===== src/sv/lfr_pkg.sv =====
`timescale 1ns / 1ps

package lfr_pkg;

    localparam int LED_COUNT_DEF = 32;
    localparam int EMIT_MAX      = 32;

    localparam int S_TDATA_W = 24;
    localparam int S_TUSER_W = 2;
    localparam int M_TDATA_W = 16;
    localparam int APB_AW    = 3;
    localparam int APB_DW    = 32;

    localparam logic [7:0] TARGET_RST = 8'd255;
    localparam logic [7:0] STEP_RST   = 8'd8;

    typedef enum logic [0:0] {
        REG_TARGET = 1'b0,
        REG_STEP   = 1'b1
    } reg_sel_t;

    typedef enum logic [1:0] {
        MODE_TICK = 2'd0,
        MODE_ON   = 2'd1,
        MODE_OFF  = 2'd2,
        MODE_FILL = 2'd3
    } mode_t;

    typedef enum logic [1:0] {
        ST_IDLE = 2'd0,
        ST_FILL = 2'd1,
        ST_FADE = 2'd2,
        ST_EMIT = 2'd3
    } state_t;

    typedef struct packed {
        logic accept;
        logic fill_start;
        logic lit_wr;
        logic lit_on;
        logic fill_run;
        logic fade_run;
        logic emit_run;
        logic cnt_clr;
    } cmd_t;

    typedef struct packed {
        logic cnt_last;
        logic fade_done;
        logic emit_done;
    } sts_t;

    function automatic logic [7:0] fade_one(
        input logic [7:0] lv,
        input logic       lit,
        input logic [7:0] tgt,
        input logic [7:0] st
    );
        logic [7:0] res;
        res = lv;
        if (lit)
        begin
            if (lv < tgt)
            begin
                if (tgt < st)
                    res = tgt;
                else if (lv < (tgt - st))
                    res = lv + st;
                else
                    res = tgt;
            end
            else if (lv > tgt)
            begin
                if (lv < st)
                    res = tgt;
                else if ((lv - st) > tgt)
                    res = lv - st;
                else
                    res = tgt;
            end
        end
        else
        begin
            if (lv >= st)
                res = lv - st;
            else
                res = 8'd0;
        end
        return res;
    endfunction

endpackage


===== src/sv/led_fade_ramp_engine_core.sv =====
`timescale 1ns / 1ps

// LED fade ramp engine. Keeps a level and an on flag for each of LED_COUNT LEDs.
// Input stream (s_*): tuser carries the mode (tick, light on, light off, fill),
// tdata carries the LED index and the fill count and value.
// Output stream (m_*): one transaction per LED level, produced only by a tick.
// Light on / light off: one lit flag update. Fill: one level RAM write per LED.
// Tick: a fade sweep over all LED_COUNT levels (read, step, write back through the
// single-port-pair level RAM), then min(LED_COUNT, 32) results, one per cycle
// when the receiver keeps m_tready high. tuser on each result flags whether
// any level changed since the previous frame; tlast marks the final LED.
// s_tready is high only between items; the engine takes the next item as soon
// as the last result sits in the output register.
// A stall on m_tready holds the output register and pauses the read-out.
// Reset: all levels zero, all LEDs off, change flag set, target 255, step 8.
// APB registers: 0x0 target brightness, 0x4 fade step.

module led_fade_ramp_engine_core #(
    parameter int LED_COUNT = lfr_pkg::LED_COUNT_DEF
) (
    input  logic                          clk,
    input  logic                          rst_n,
    input  logic                          s_tvalid,
    output logic                          s_tready,
    input  logic [lfr_pkg::S_TDATA_W-1:0] s_tdata,   // led_index, fill_count, fill_value
    input  logic [lfr_pkg::S_TUSER_W-1:0] s_tuser,   // mode
    output logic                          m_tvalid,
    input  logic                          m_tready,
    output logic [lfr_pkg::M_TDATA_W-1:0] m_tdata,   // out_index, out_level
    output logic                          m_tuser,   // frame_changed
    output logic                          m_tlast,
    input  logic                          psel,
    input  logic                          penable,
    input  logic                          pwrite,
    input  logic [lfr_pkg::APB_AW-1:0]    paddr,
    input  logic [lfr_pkg::APB_DW-1:0]    pwdata,
    output logic [lfr_pkg::APB_DW-1:0]    prdata,
    output logic                          pready
);

    localparam int EMIT_N = (LED_COUNT < lfr_pkg::EMIT_MAX) ? LED_COUNT : lfr_pkg::EMIT_MAX;

    lfr_pkg::cmd_t     cmd;
    lfr_pkg::sts_t     sts;
    lfr_pkg::reg_sel_t reg_sel;
    logic [7:0]        target_reg, target_next;
    logic [7:0]        step_reg, step_next;
    logic              cfg_wr;
    logic [4:0]        out_index;
    logic [7:0]        out_level;

    assign pready  = 1'b1;
    assign cfg_wr  = psel && penable && pwrite && pready;
    assign reg_sel = lfr_pkg::reg_sel_t'(paddr[2]);

    always_comb
    begin
        target_next = target_reg;
        step_next   = step_reg;
        prdata      = '0;
        unique case (reg_sel)
            lfr_pkg::REG_TARGET:
            begin
                prdata[7:0] = target_reg;
                if (cfg_wr)
                    target_next = pwdata[7:0];
            end
            lfr_pkg::REG_STEP:
            begin
                prdata[7:0] = step_reg;
                if (cfg_wr)
                    step_next = pwdata[7:0];
            end
            default: prdata = '0;
        endcase
    end

    always_ff @(posedge clk or negedge rst_n)
    begin
        if (!rst_n)
        begin
            target_reg <= lfr_pkg::TARGET_RST;
            step_reg   <= lfr_pkg::STEP_RST;
        end
        else
        begin
            target_reg <= target_next;
            step_reg   <= step_next;
        end
    end

    lfr_ctrl u_ctrl (
        .clk      (clk),
        .rst_n    (rst_n),
        .s_tvalid (s_tvalid),
        .s_tready (s_tready),
        .mode     (s_tuser),
        .sts      (sts),
        .cmd      (cmd)
    );

    lfr_dpath #(
        .LED_COUNT (LED_COUNT)
    ) u_dpath (
        .clk         (clk),
        .rst_n       (rst_n),
        .cmd         (cmd),
        .sts         (sts),
        .led_index   (s_tdata[4:0]),
        .fill_count  (s_tdata[10:5]),
        .fill_value  (s_tdata[18:11]),
        .target      (target_reg),
        .step        (step_reg),
        .out_ready   (m_tready),
        .out_valid   (m_tvalid),
        .out_index   (out_index),
        .out_level   (out_level),
        .out_changed (m_tuser),
        .out_last    (m_tlast)
    );

    assign m_tdata = {3'b000, out_level, out_index};

    assert property (@(posedge clk) disable iff (!rst_n)
        (s_tvalid && s_tready && (s_tuser == lfr_pkg::MODE_TICK)) |=> !s_tready)
        else $error("tick taken without starting the fade sweep");

    assert property (@(posedge clk) disable iff (!rst_n)
        (s_tvalid && s_tready && (s_tuser == lfr_pkg::MODE_FILL)) |=> !s_tready)
        else $error("fill taken without starting the write sweep");

    assert property (@(posedge clk) disable iff (!rst_n)
        (m_tvalid && m_tlast) |-> (m_tdata[4:0] == 5'(EMIT_N - 1)))
        else $error("frame end flagged on wrong LED");

    assert property (@(posedge clk) disable iff (!rst_n)
        (m_tvalid && !m_tlast) |-> !s_tready)
        else $error("engine idle in the middle of a frame");

endmodule


===== src/sv/lfr_ram.sv =====
`timescale 1ns / 1ps

module lfr_ram #(
    parameter int WIDTH = 8,
    parameter int DEPTH = 32
) (
    input  logic                                   clk,
    input  logic                                   wr_en,
    input  logic [((DEPTH > 1) ? $clog2(DEPTH) : 1)-1:0] wr_addr,
    input  logic [WIDTH-1:0]                       wr_data,
    input  logic                                   rd_en,
    input  logic [((DEPTH > 1) ? $clog2(DEPTH) : 1)-1:0] rd_addr,
    output logic [WIDTH-1:0]                       rd_data
);

    logic [WIDTH-1:0] mem [DEPTH];

    always_ff @(posedge clk)
    begin
        if (wr_en)
            mem[wr_addr] <= wr_data;
        if (rd_en)
            rd_data <= mem[rd_addr];
    end

endmodule


===== src/sv/lfr_ctrl.sv =====
`timescale 1ns / 1ps

module lfr_ctrl (
    input  logic                clk,
    input  logic                rst_n,
    input  logic                s_tvalid,
    output logic                s_tready,
    input  logic [1:0]          mode,
    input  lfr_pkg::sts_t       sts,
    output lfr_pkg::cmd_t       cmd
);

    lfr_pkg::state_t state_reg;
    lfr_pkg::state_t state_next;
    lfr_pkg::mode_t  mode_sel;
    logic            accept;

    assign mode_sel = lfr_pkg::mode_t'(mode);
    assign s_tready = (state_reg == lfr_pkg::ST_IDLE);
    assign accept   = s_tvalid && s_tready;

    always_ff @(posedge clk or negedge rst_n)
    begin
        if (!rst_n)
            state_reg <= lfr_pkg::ST_IDLE;
        else
            state_reg <= state_next;
    end

    always_comb
    begin
        state_next = state_reg;
        unique case (state_reg)
            lfr_pkg::ST_IDLE:
            begin
                if (accept)
                begin
                    unique case (mode_sel) inside
                        lfr_pkg::MODE_TICK:               state_next = lfr_pkg::ST_FADE;
                        lfr_pkg::MODE_FILL:               state_next = lfr_pkg::ST_FILL;
                        lfr_pkg::MODE_ON, lfr_pkg::MODE_OFF: state_next = lfr_pkg::ST_IDLE;
                        default:                          state_next = lfr_pkg::ST_IDLE;
                    endcase
                end
            end
            lfr_pkg::ST_FILL:
            begin
                if (sts.cnt_last)
                    state_next = lfr_pkg::ST_IDLE;
            end
            lfr_pkg::ST_FADE:
            begin
                if (sts.fade_done)
                    state_next = lfr_pkg::ST_EMIT;
            end
            lfr_pkg::ST_EMIT:
            begin
                if (sts.emit_done)
                    state_next = lfr_pkg::ST_IDLE;
            end
            default: state_next = lfr_pkg::ST_IDLE;
        endcase
    end

    always_comb
    begin
        cmd            = '0;
        cmd.accept     = accept;
        cmd.fill_start = accept && (mode_sel == lfr_pkg::MODE_FILL);
        cmd.lit_wr     = accept && ((mode_sel == lfr_pkg::MODE_ON) ||
                                    (mode_sel == lfr_pkg::MODE_OFF));
        cmd.lit_on     = (mode_sel == lfr_pkg::MODE_ON);
        unique case (state_reg)
            lfr_pkg::ST_IDLE: cmd.cnt_clr  = 1'b1;
            lfr_pkg::ST_FILL: cmd.fill_run = 1'b1;
            lfr_pkg::ST_FADE:
            begin
                cmd.fade_run = 1'b1;
                cmd.cnt_clr  = sts.fade_done;
            end
            lfr_pkg::ST_EMIT: cmd.emit_run = 1'b1;
            default:          cmd.cnt_clr  = 1'b1;
        endcase
    end

endmodule


===== src/sv/lfr_dpath.sv =====
`timescale 1ns / 1ps

module lfr_dpath #(
    parameter int LED_COUNT = lfr_pkg::LED_COUNT_DEF
) (
    input  logic          clk,
    input  logic          rst_n,
    input  lfr_pkg::cmd_t cmd,
    output lfr_pkg::sts_t sts,
    input  logic [4:0]    led_index,
    input  logic [5:0]    fill_count,
    input  logic [7:0]    fill_value,
    input  logic [7:0]    target,
    input  logic [7:0]    step,
    input  logic          out_ready,
    output logic          out_valid,
    output logic [4:0]    out_index,
    output logic [7:0]    out_level,
    output logic          out_changed,
    output logic          out_last
);

    localparam int AW     = (LED_COUNT > 1) ? $clog2(LED_COUNT) : 1;
    localparam int CW     = $clog2(LED_COUNT + 1);
    localparam int EMIT_N = (LED_COUNT < lfr_pkg::EMIT_MAX) ? LED_COUNT : lfr_pkg::EMIT_MAX;
    localparam logic [CW-1:0] CNT_N     = CW'(LED_COUNT);
    localparam logic [CW-1:0] CNT_EMIT  = CW'(EMIT_N);
    localparam logic [AW-1:0] ADDR_LAST = AW'(LED_COUNT - 1);
    localparam logic [AW-1:0] EMIT_LAST = AW'(EMIT_N - 1);
    localparam logic [6:0]    SAT_N     = 7'(LED_COUNT);

    logic [CW-1:0]        cnt_reg, cnt_next;
    logic [CW-1:0]        fill_cnt_reg, fill_cnt_next;
    logic [7:0]           fill_val_reg, fill_val_next;
    logic [LED_COUNT-1:0] lit_reg, lit_next;
    logic [LED_COUNT-1:0] vld_reg, vld_next;
    logic                 dirty_reg, dirty_next;
    logic                 wb_valid_reg, wb_valid_next;
    logic [AW-1:0]        wb_addr_reg, wb_addr_next;
    logic                 p_valid_reg, p_valid_next;
    logic [AW-1:0]        p_addr_reg, p_addr_next;
    logic                 rd_ok_reg, rd_ok_next;
    logic                 o_valid_reg, o_valid_next;
    logic [4:0]           o_index_reg, o_index_next;
    logic [7:0]           o_level_reg, o_level_next;
    logic                 o_changed_reg, o_changed_next;
    logic                 o_last_reg, o_last_next;

    logic [AW-1:0] cnt_idx;
    logic          fade_rd;
    logic          emit_rd;
    logic          load_out;
    logic          p_last;
    logic          rd_en;
    logic [7:0]    rd_data;
    logic [7:0]    rd_level;
    logic [7:0]    fade_lv;
    logic          wr_en;
    logic [AW-1:0] wr_addr;
    logic [7:0]    wr_data;
    logic [6:0]    cnt_wide;

    assign cnt_idx  = cnt_reg[AW-1:0];
    assign load_out = p_valid_reg && (!o_valid_reg || out_ready);
    assign fade_rd  = cmd.fade_run && (cnt_reg < CNT_N);
    assign emit_rd  = cmd.emit_run && (cnt_reg < CNT_EMIT) && (!p_valid_reg || load_out);
    assign rd_en    = fade_rd || emit_rd;
    assign p_last   = (p_addr_reg == EMIT_LAST);
    assign rd_level = rd_ok_reg ? rd_data : 8'd0;
    assign fade_lv  = lfr_pkg::fade_one(rd_level, lit_reg[wb_addr_reg], target, step);

    assign wr_en   = cmd.fill_run || wb_valid_reg;
    assign wr_addr = cmd.fill_run ? cnt_idx : wb_addr_reg;
    assign wr_data = cmd.fill_run ? ((cnt_reg < fill_cnt_reg) ? fill_val_reg : 8'd0)
                                  : fade_lv;

    lfr_ram #(
        .WIDTH (8),
        .DEPTH (LED_COUNT)
    ) u_level_ram (
        .clk     (clk),
        .wr_en   (wr_en),
        .wr_addr (wr_addr),
        .wr_data (wr_data),
        .rd_en   (rd_en),
        .rd_addr (cnt_idx),
        .rd_data (rd_data)
    );

    always_comb
    begin
        sts.cnt_last  = (cnt_idx == ADDR_LAST);
        sts.fade_done = wb_valid_reg && (wb_addr_reg == ADDR_LAST);
        sts.emit_done = load_out && p_last;
    end

    always_comb
    begin
        cnt_wide = {1'b0, fill_count};

        if (cmd.cnt_clr)
            cnt_next = '0;
        else if (rd_en || cmd.fill_run)
            cnt_next = cnt_reg + CW'(1);
        else
            cnt_next = cnt_reg;

        fill_cnt_next = fill_cnt_reg;
        fill_val_next = fill_val_reg;
        if (cmd.accept)
        begin
            fill_cnt_next = CW'((cnt_wide > SAT_N) ? SAT_N : cnt_wide);
            fill_val_next = fill_value;
        end

        lit_next = lit_reg;
        vld_next = vld_reg;
        for (int j = 0; j < LED_COUNT; j++)
        begin
            if (cmd.lit_wr && (7'(j) == {2'b00, led_index}))
                lit_next[j] = cmd.lit_on;
            if (wr_en && (wr_addr == AW'(j)))
                vld_next[j] = 1'b1;
        end

        dirty_next = dirty_reg;
        if (cmd.fill_start)
            dirty_next = 1'b1;
        else if (wb_valid_reg && (fade_lv != rd_level))
            dirty_next = 1'b1;
        else if (load_out && p_last)
            dirty_next = 1'b0;

        wb_valid_next = fade_rd;
        wb_addr_next  = cnt_idx;

        rd_ok_next = rd_en ? vld_reg[cnt_idx] : rd_ok_reg;

        p_addr_next = emit_rd ? cnt_idx : p_addr_reg;
        if (emit_rd)
            p_valid_next = 1'b1;
        else if (load_out)
            p_valid_next = 1'b0;
        else
            p_valid_next = p_valid_reg;

        o_index_next   = o_index_reg;
        o_level_next   = o_level_reg;
        o_changed_next = o_changed_reg;
        o_last_next    = o_last_reg;
        if (load_out)
        begin
            o_valid_next   = 1'b1;
            o_index_next   = 5'(p_addr_reg);
            o_level_next   = rd_level;
            o_changed_next = dirty_reg;
            o_last_next    = p_last;
        end
        else if (out_ready)
            o_valid_next = 1'b0;
        else
            o_valid_next = o_valid_reg;
    end

    always_ff @(posedge clk or negedge rst_n)
    begin
        if (!rst_n)
        begin
            cnt_reg      <= '0;
            lit_reg      <= '0;
            vld_reg      <= '0;
            dirty_reg    <= 1'b1;
            wb_valid_reg <= 1'b0;
            p_valid_reg  <= 1'b0;
            rd_ok_reg    <= 1'b0;
            o_valid_reg  <= 1'b0;
        end
        else
        begin
            cnt_reg      <= cnt_next;
            lit_reg      <= lit_next;
            vld_reg      <= vld_next;
            dirty_reg    <= dirty_next;
            wb_valid_reg <= wb_valid_next;
            p_valid_reg  <= p_valid_next;
            rd_ok_reg    <= rd_ok_next;
            o_valid_reg  <= o_valid_next;
        end
    end

    always_ff @(posedge clk)
    begin
        fill_cnt_reg  <= fill_cnt_next;
        fill_val_reg  <= fill_val_next;
        wb_addr_reg   <= wb_addr_next;
        p_addr_reg    <= p_addr_next;
        o_index_reg   <= o_index_next;
        o_level_reg   <= o_level_next;
        o_changed_reg <= o_changed_next;
        o_last_reg    <= o_last_next;
    end

    assign out_valid   = o_valid_reg;
    assign out_index   = o_index_reg;
    assign out_level   = o_level_reg;
    assign out_changed = o_changed_reg;
    assign out_last    = o_last_reg;

endmodule

===== config.mk =====
export PLATFORM = sky130hd
export DESIGN_NAME = led_fade_ramp_engine_core
export DESIGN_NICKNAME = d
export VERILOG_FILES = /design/src/sv/lfr_pkg.sv /design/src/sv/led_fade_ramp_engine_core.sv /design/src/sv/lfr_ram.sv /design/src/sv/lfr_ctrl.sv /design/src/sv/lfr_dpath.sv
export SDC_FILE = /design/constraint.sdc
export NUM_CORES = 1
export LEC_CHECK = 0
export ABC_AREA = 0
export BUFFER_PORTS_ARGS = -buffer_cell sky130_fd_sc_hd__buf_2
export CORE_ASPECT_RATIO = 0.6
export CORE_MARGIN = 2
export CORE_UTILIZATION = 41
export DETAILED_ROUTE_END_ITERATION = 10
export GPL_ROUTABILITY_DRIVEN = 0
export PLACE_DENSITY = 0.55
export SLEW_MARGIN = 20
export SYNTH_ARGS = -nofsm -noshare
export SYNTH_HDL_FRONTEND = slang
export SYNTH_HIERARCHICAL = 1
export SYNTH_SLANG_ARGS = --single-unit

===== constraint.sdc =====
create_clock -name clk -period 7 [get_ports clk]
set_input_delay 1.05 -clock clk [delete_from_list [all_inputs] [get_ports clk]]
set_output_delay 1.05 -clock clk [all_outputs]
set_load 0.05 [all_outputs]

=== Word-level counts from Yosys, hierarchy flattened ===
Memory sizes are Yosys's and may differ from the RTL's. A register that Yosys moved wholly into a read port is not among the register bits.
Index checks and enable logic that the tools add are counted.

* Register bits after elaboration: 132
* Bits in latches: 0
* RAM bits: 256
* Bits in read-only memories: 0
* Input port bits: 68
* Output and inout bits: 53
* Logic and storage cells: 308
* Memories: 1

{| class="wikitable"
|+ Memory list
! memory !! words !! width !! read ports !! clocked after memory_dff !! wr ports !! RTL line !! source
|-
| u_dpath.u_level_ram.mem || 32 || 8 || 1 || 1 || 1 || lfr_ram.sv:16 || <nowiki>logic [WIDTH-1:0] mem [DEPTH];</nowiki>
|}

* $add $sub $neg: 4
* Multipliers: 0
* Divide/modulo/power cells: 0
* $lt $le $gt $ge: 12
* Equality and inequality tests: 76
* Shifts and indexed selects: 0
* Muxes and demuxes: 38
* Bitwise logic cells: 1
* Reductions and logical operators: 95

{| class="wikitable"
|+ Operator list
! operator !! count
|-
| equality test 5 bit, second input constant || 19
|-
| two-way mux 8 bit || 11
|-
| equality test 5 bit, first input constant || 16
|-
| logical AND 1 bit || 76
|-
| equality test 4 x 5 -> 1 bit, first input constant || 8
|-
| equality test 5 x 4 -> 1 bit, second input constant || 8
|-
| < comparator 8 bit || 4
|-
| equality test 3 x 5 -> 1 bit, first input constant || 4
|-
| equality test 5 x 3 -> 1 bit, second input constant || 4
|-
| > comparator 8 bit || 2
|-
| case mux 8 bit (2 select lines) || 1
|-
| subtractor 8 bit || 2
|-
| two-way mux 1 bit || 14
|-
| < comparator 5 x 6 -> 1 bit, second input constant || 2
|-
| two-way mux 6 bit || 2
|-
| binary-select mux 1 bit (select 5 bit) || 2
|-
| equality test 2 x 5 -> 1 bit, first input constant || 2
|-
| equality test 5 x 2 -> 1 bit, second input constant || 2
|-
| zero test 5 bit || 2
|-
| adder 8 bit || 1
|-
| equality test 2 bit, second input constant || 4
|-
| greater-or-equal comparator 8 bit || 1
|-
| two-way mux 2 bit || 4
|-
| != test 8 bit || 1
|-
| other kinds (21) || 34
|}

=== Depth between registers and ports, before layout ===
* Depth in word-level cells: 12
* Mapped depth: 23

=== By module ===
Netlist, hierarchy kept.

{| class="wikitable"
|+ Modules (own cells, without submodules)
! module !! instances !! cells each !! area an instance (um^2) !! seq. area each (um^2)
|-
| lfr_ram || 1 || 417 || 10133.5 || 7927.6
|-
| lfr_dpath || 1 || 747 || 7505.9 || 2999.1
|-
| led_fade_ramp_engine_core || 1 || 73 || 955.9 || 411.6
|-
| lfr_ctrl || 1 || 26 || 225.2 || 50.0
|}

=== Worst setup path after synthesis ===
Ideal clock, no wire load.

* Kind: register -> register
* Start point: register u_dpath.rd_ok_reg
* End point: memory u_dpath.u_level_ram.mem[0][7] (data pin)
* Arrival time: 5082 ps
* Path slack: 1464 ps
* Cell stages (with the launch flop): 24
* Path buffers: 2
* Period minus slack after synthesis: 5536 ps
* Cells stage by stage: dfrtp_1 buf_4 buf_2 nand2_1 ha_1 inv_1 ha_1 nor2b_1 a21oi_1 o31ai_4 o21ai_0 a21oi_1 xnor2_1 inv_1 ha_1 nand4_1 a21oi_1 o22ai_1 nor2_2 a21oi_1 a211oi_1 a21oi_1 o21a_1 o21ai_0

* Cells in the longest elaborated chain, start to end: 9

{| class="wikitable"
|+ RTL lines
! item !! RTL line !! source
|-
| start: declaration || lfr_dpath.sv:42 || <nowiki>logic rd_ok_reg, rd_ok_next;</nowiki>
|-
| start signal: assignment || lfr_dpath.sv:186 || <nowiki>rd_ok_reg <= rd_ok_next;</nowiki>
|-
| two-way mux 8 bit * || lfr_dpath.sv:69 || <nowiki>assign rd_level = rd_ok_reg ? rd_data : 8'd0;</nowiki>
|-
| subtractor 8 bit || lfr_pkg.sv:76, lfr_pkg.sv:77, lfr_pkg.sv:85 ||
|-
| > comparator 8 bit || lfr_pkg.sv:76 || <nowiki>else if ((lv - st) > tgt)</nowiki>
|-
| two-way mux 8 bit || lfr_pkg.sv:76 ||
|-
| two-way mux 8 bit || lfr_pkg.sv:74 || <nowiki>if (lv < st)</nowiki>
|-
| two-way mux 8 bit || lfr_pkg.sv:72 || <nowiki>else if (lv > tgt)</nowiki>
|-
| two-way mux 8 bit || lfr_pkg.sv:63 || <nowiki>if (lv < tgt)</nowiki>
|-
| two-way mux 8 bit * || lfr_pkg.sv:61 || <nowiki>if (lit)</nowiki>
|-
| two-way mux 8 bit * || lfr_dpath.sv:74 || <nowiki>assign wr_data = cmd.fill_run ? ((cnt_reg < fill_cnt_reg) ? fill_val_reg : 8'd0)</nowiki>
|-
| via u_dpath.wr_data[7] || lfr_dpath.sv:60 || <nowiki>logic [7:0] wr_data;</nowiki>
|-
| end: declaration || lfr_ram.sv:16 ||
|}

The timed path passes the listed nets; every way through them passes the cells marked *.

=== Worst setup path after layout ===
* Start point: register u_dpath.rd_ok_reg
* End point: memory u_dpath.u_level_ram.mem[2][5] (data pin)

The elaborated chain is that of the path after synthesis.

==> results.tsv <==
stage	metric	value	unit
timing	clock skew	23.1	ps
cts	Worst-Skew Late Latency	550	ps
synthesis	Yosys top cell area share	47.5	%
worst_setup_path	CP endpoint kind	flip-flop	
worst_setup_path	Worst Setup Path Type	reg -> reg	
grt	pin count of the biggest net entering global routing	70	
drt	1st-iter DRT viols	1243	
worst_setup_path	Critical Path Max Stage Delay	860	ps
power_and_ir_drop	peak supply drop	0.298	mV
synthesis	Seq/Total Area, Yosys	60.5	%
finish	ANT cells	0	
worst_setup_path	crit start category	flip-flop	
synthesis	Yosys warning count	6	
timing	Final Cycle Share	83.0	%
synthesis	Avg Synthesized Cell Area	14.9	um^2
cts	CTS tree	done	
place	Post-Place Cell Area	0.0197	mm^2
floorplanning	Starting Density	41.8	%
finish	FF+latch area	0.0114	mm^2
worst_setup_path	CP arrival	6060	ps
timing	RSZ-0062 raised after global routing	no	
synthesis	Post-Syn Area	0.0188	mm^2
finish	P&R area growth vs syn	11.2	%
timing	endpoints failing setup	0	
grt	number of antenna violations at the first check in global routing	2	
place	IO buf count	61	
floorplanning	die height	170	um
timing	Min Clock Period, post-route	5810	ps
timing	total negative slack	0	ps
synthesis	Top FF cell, synth	edfxtp_1	
drt	Vias	11164	
cts	clock sink count	396	
floorplanning	full die area	0.0477	mm^2
worst_setup_path	CP cell instances	nand2_1 > nand2_1 > nand2_1 > inv_1 > ha_1 > nor2b_1 > a21oi_1 > o31ai_4 > o21ai_0 > a21oi_1 > xnor2_1 > inv_1 > ha_1 > nand2_1 > o21ai_0 > o22a_1 > a21oi_1 > a21oi_1 > a211o_1 > o21ai_0 > a21boi_0 > o21ai_2 > buf_4	
run_status	status	completed	
cts	htree depth	2	
cts	Post-CTS Hold Buffers	0	
synthesis	ys async rst share	23.5	%
drt	Vias per Instance	5.72	
worst_setup_path	slowest CP cell	dfrtp_1	
synthesis	Synth cell types	93	
power_and_ir_drop	PwrDens	526	mW/mm^2
cts	clk buf depth	3	
drt	drt total wl	47.1	mm
cts	Setup Buffers After CTS	0	
finish	area taken by multi-input logic gates	0.00689	mm^2
synthesis	flops & latches, synth	396	
finish	Finished Core Util	46.5	%
synthesis	Post-synth EDFFs	298	
timing	slew of the pin with the lowest slew margin	1120	ps
finish	share of cells above drive strength 1	25.8	%
finish	fin area	0.0209	mm^2
drt	first drt pass iteration count	7	
timing	Slew headroom	25.3	%
grt	first-pass GRT wire length	70.7	mm
cts	Root Driver	clkbuf_16	
drt	Routed Antenna Nets	0	
floorplanning	die width	281	um
run	Max Cap Violations	0	
cts	CTS buffer count	39	
cts	Reg clk slew, reported paths	60	ps
drt	drc violations	0	
min_path	Hold Path Class	reg -> reg	
timing	max-slew violations	0	
cts	CTS resizes	0	
timing	WHS	448	ps
finish	Largest register FFs	256	
finish	layout net count	1449	
floorplanning	# IOs	121	
power_and_ir_drop	leakage power	0.00791	uW
grt	vias in the first global route	10997	
timing	Final Hold Viols	0	
place	DP Wirelength	32.6	mm
synthesis	Synth area leaders	edfxtp_1 48%, dfrtp_1 11%, mux4_2 11%	
worst_setup_path	CP required	7240	ps
synthesis	area leader, netlist	edfxtp_1	
grt	gr ovfl total	0	
synthesis	Mapped Cells	1263	
finish	Fillers	3951	
floorplanning	cell row count	60	
timing	f_max	172	MHz
drt	Routed wire per std cell	24.1	um
worst_setup_path	crit path max fanout	32	
grt	GRT Util Overall	20.1	%
floorplanning	Core Box Area	0.0450	mm^2
## path summary, 6_finish.rpt
kind | from | to | slack [ps] | cells after the start
min in group asynchronous | rst_n | u_dpath/lit_reg[29]$_DFFE_PN0P_ | 470 | 1
max reg2reg | u_dpath/rd_ok_reg$_DFFE_PN0P_ | u_dpath/u_level_ram/mem[2][5]$_DFFE_PP_ | 1190 | 23
min | u_dpath/vld_reg[21]$_DFFE_PN0P_ | u_dpath/vld_reg[21]$_DFFE_PN0P_ | 450 | 1
max | u_dpath/rd_ok_reg$_DFFE_PN0P_ | u_dpath/u_level_ram/mem[2][5]$_DFFE_PP_ | 1190 | 23
min reg2reg | u_dpath/vld_reg[21]$_DFFE_PN0P_ | u_dpath/vld_reg[21]$_DFFE_PN0P_ | 450 | 1
max in group asynchronous | rst_n | u_dpath/cnt_reg[0]$_DFFE_PN0P_ | 5330 | 2
## metrics by stage
step	total power (uW)	instances	worst slack [ps]
6_report	11000	1951	1190
3_5_place_dp	8890	1879	1410
2_1_floorplan	7240	1289	1460
3_3_place_gp	8790	1879	1530
5_1_grt	11600	1951	652
4_1_cts	11000	1951	1340
## cell families after synthesis
group / count (synthesis) / share of synthesized area [%]
simple gates: 291 / 7.97
buf+inv: 130 / 3.55
xor+xnor: 27 / 1.34
mux: 183 / 16.1
fa+ha+maj: 54 / 3.58
compound gates: 180 / 6.87
flops: 396 / 60.5
other cells: 2 / 0.0399
## per-layer routing
| metal | vias to the layer above | part of all wire, % | global-route usage [%] |
|---|---|---|---|
| li1 | 4908 | - | - |
| met1 | 5831 | 50 | 32.8 |
| met2 | 385 | 40 | 26.6 |
| met3 | 40 | 8.3 | 4.89 |
| met4 | 0 | 1.3 | 3.58 |
| met5 | - | 0 | 0 |
## synth_stat cells, types with 6 or more instances
master    instances
a21o_1           47
nor3_1           12
xnor2_1          15
buf_2            10
and2_1           11
mux4_2           90
nor2b_1          18
buf_4            38
nand2b_1         18
nor2_1           96
ha_1             49
dfrtp_1          83
edfxtp_1        298
mux2i_1          28
nand3b_1          9
clkbuf_1         17
nand4_1           6
o21a_1            7
o21ai_0          21
dfstp_2          10
mux2_2           65
nand3_1          19
buf_1             8
nand2_1          60
inv_1            49
a21oi_1          40
xor2_1           10
## cell usage in the layout (no fill, tap or decap), drive strengths merged, types with 43 or more instances in the layout
cell type,instances
mux2,65
clkbuf,44
a21oi,43
mux4,90
dfrtp,83
nor2,98
ha,49
inv,54
buf,79
nand2,61
a21o,47
edfxtp,298
## worst max-delay path, delay by kind of cell, from the launching register on
kind            cells  cell delay (ps)
compound gates     12             2560
simple gates        5              890
flops               1              860
fa+ha+maj           2              530
buf+inv             3              410
xor+xnor            1              250
## power breakdown
part           internal, uW  switching [uW]  total [uW]
Sequential             3580             305        3880
Clock                  1200             908        2110
Combinational          1770            3250        5020
## area by class of cell
class,instances,area share (%)
clock inverter,28,1.24
tap,589,3.52
clock buffer,44,4.85
timing repair buffer,79,2.12
inverter,52,0.932
sequential,396,54.4
multi-input combinational,763,32.9
No activity file was read; power rests on OpenSTA's default activity.
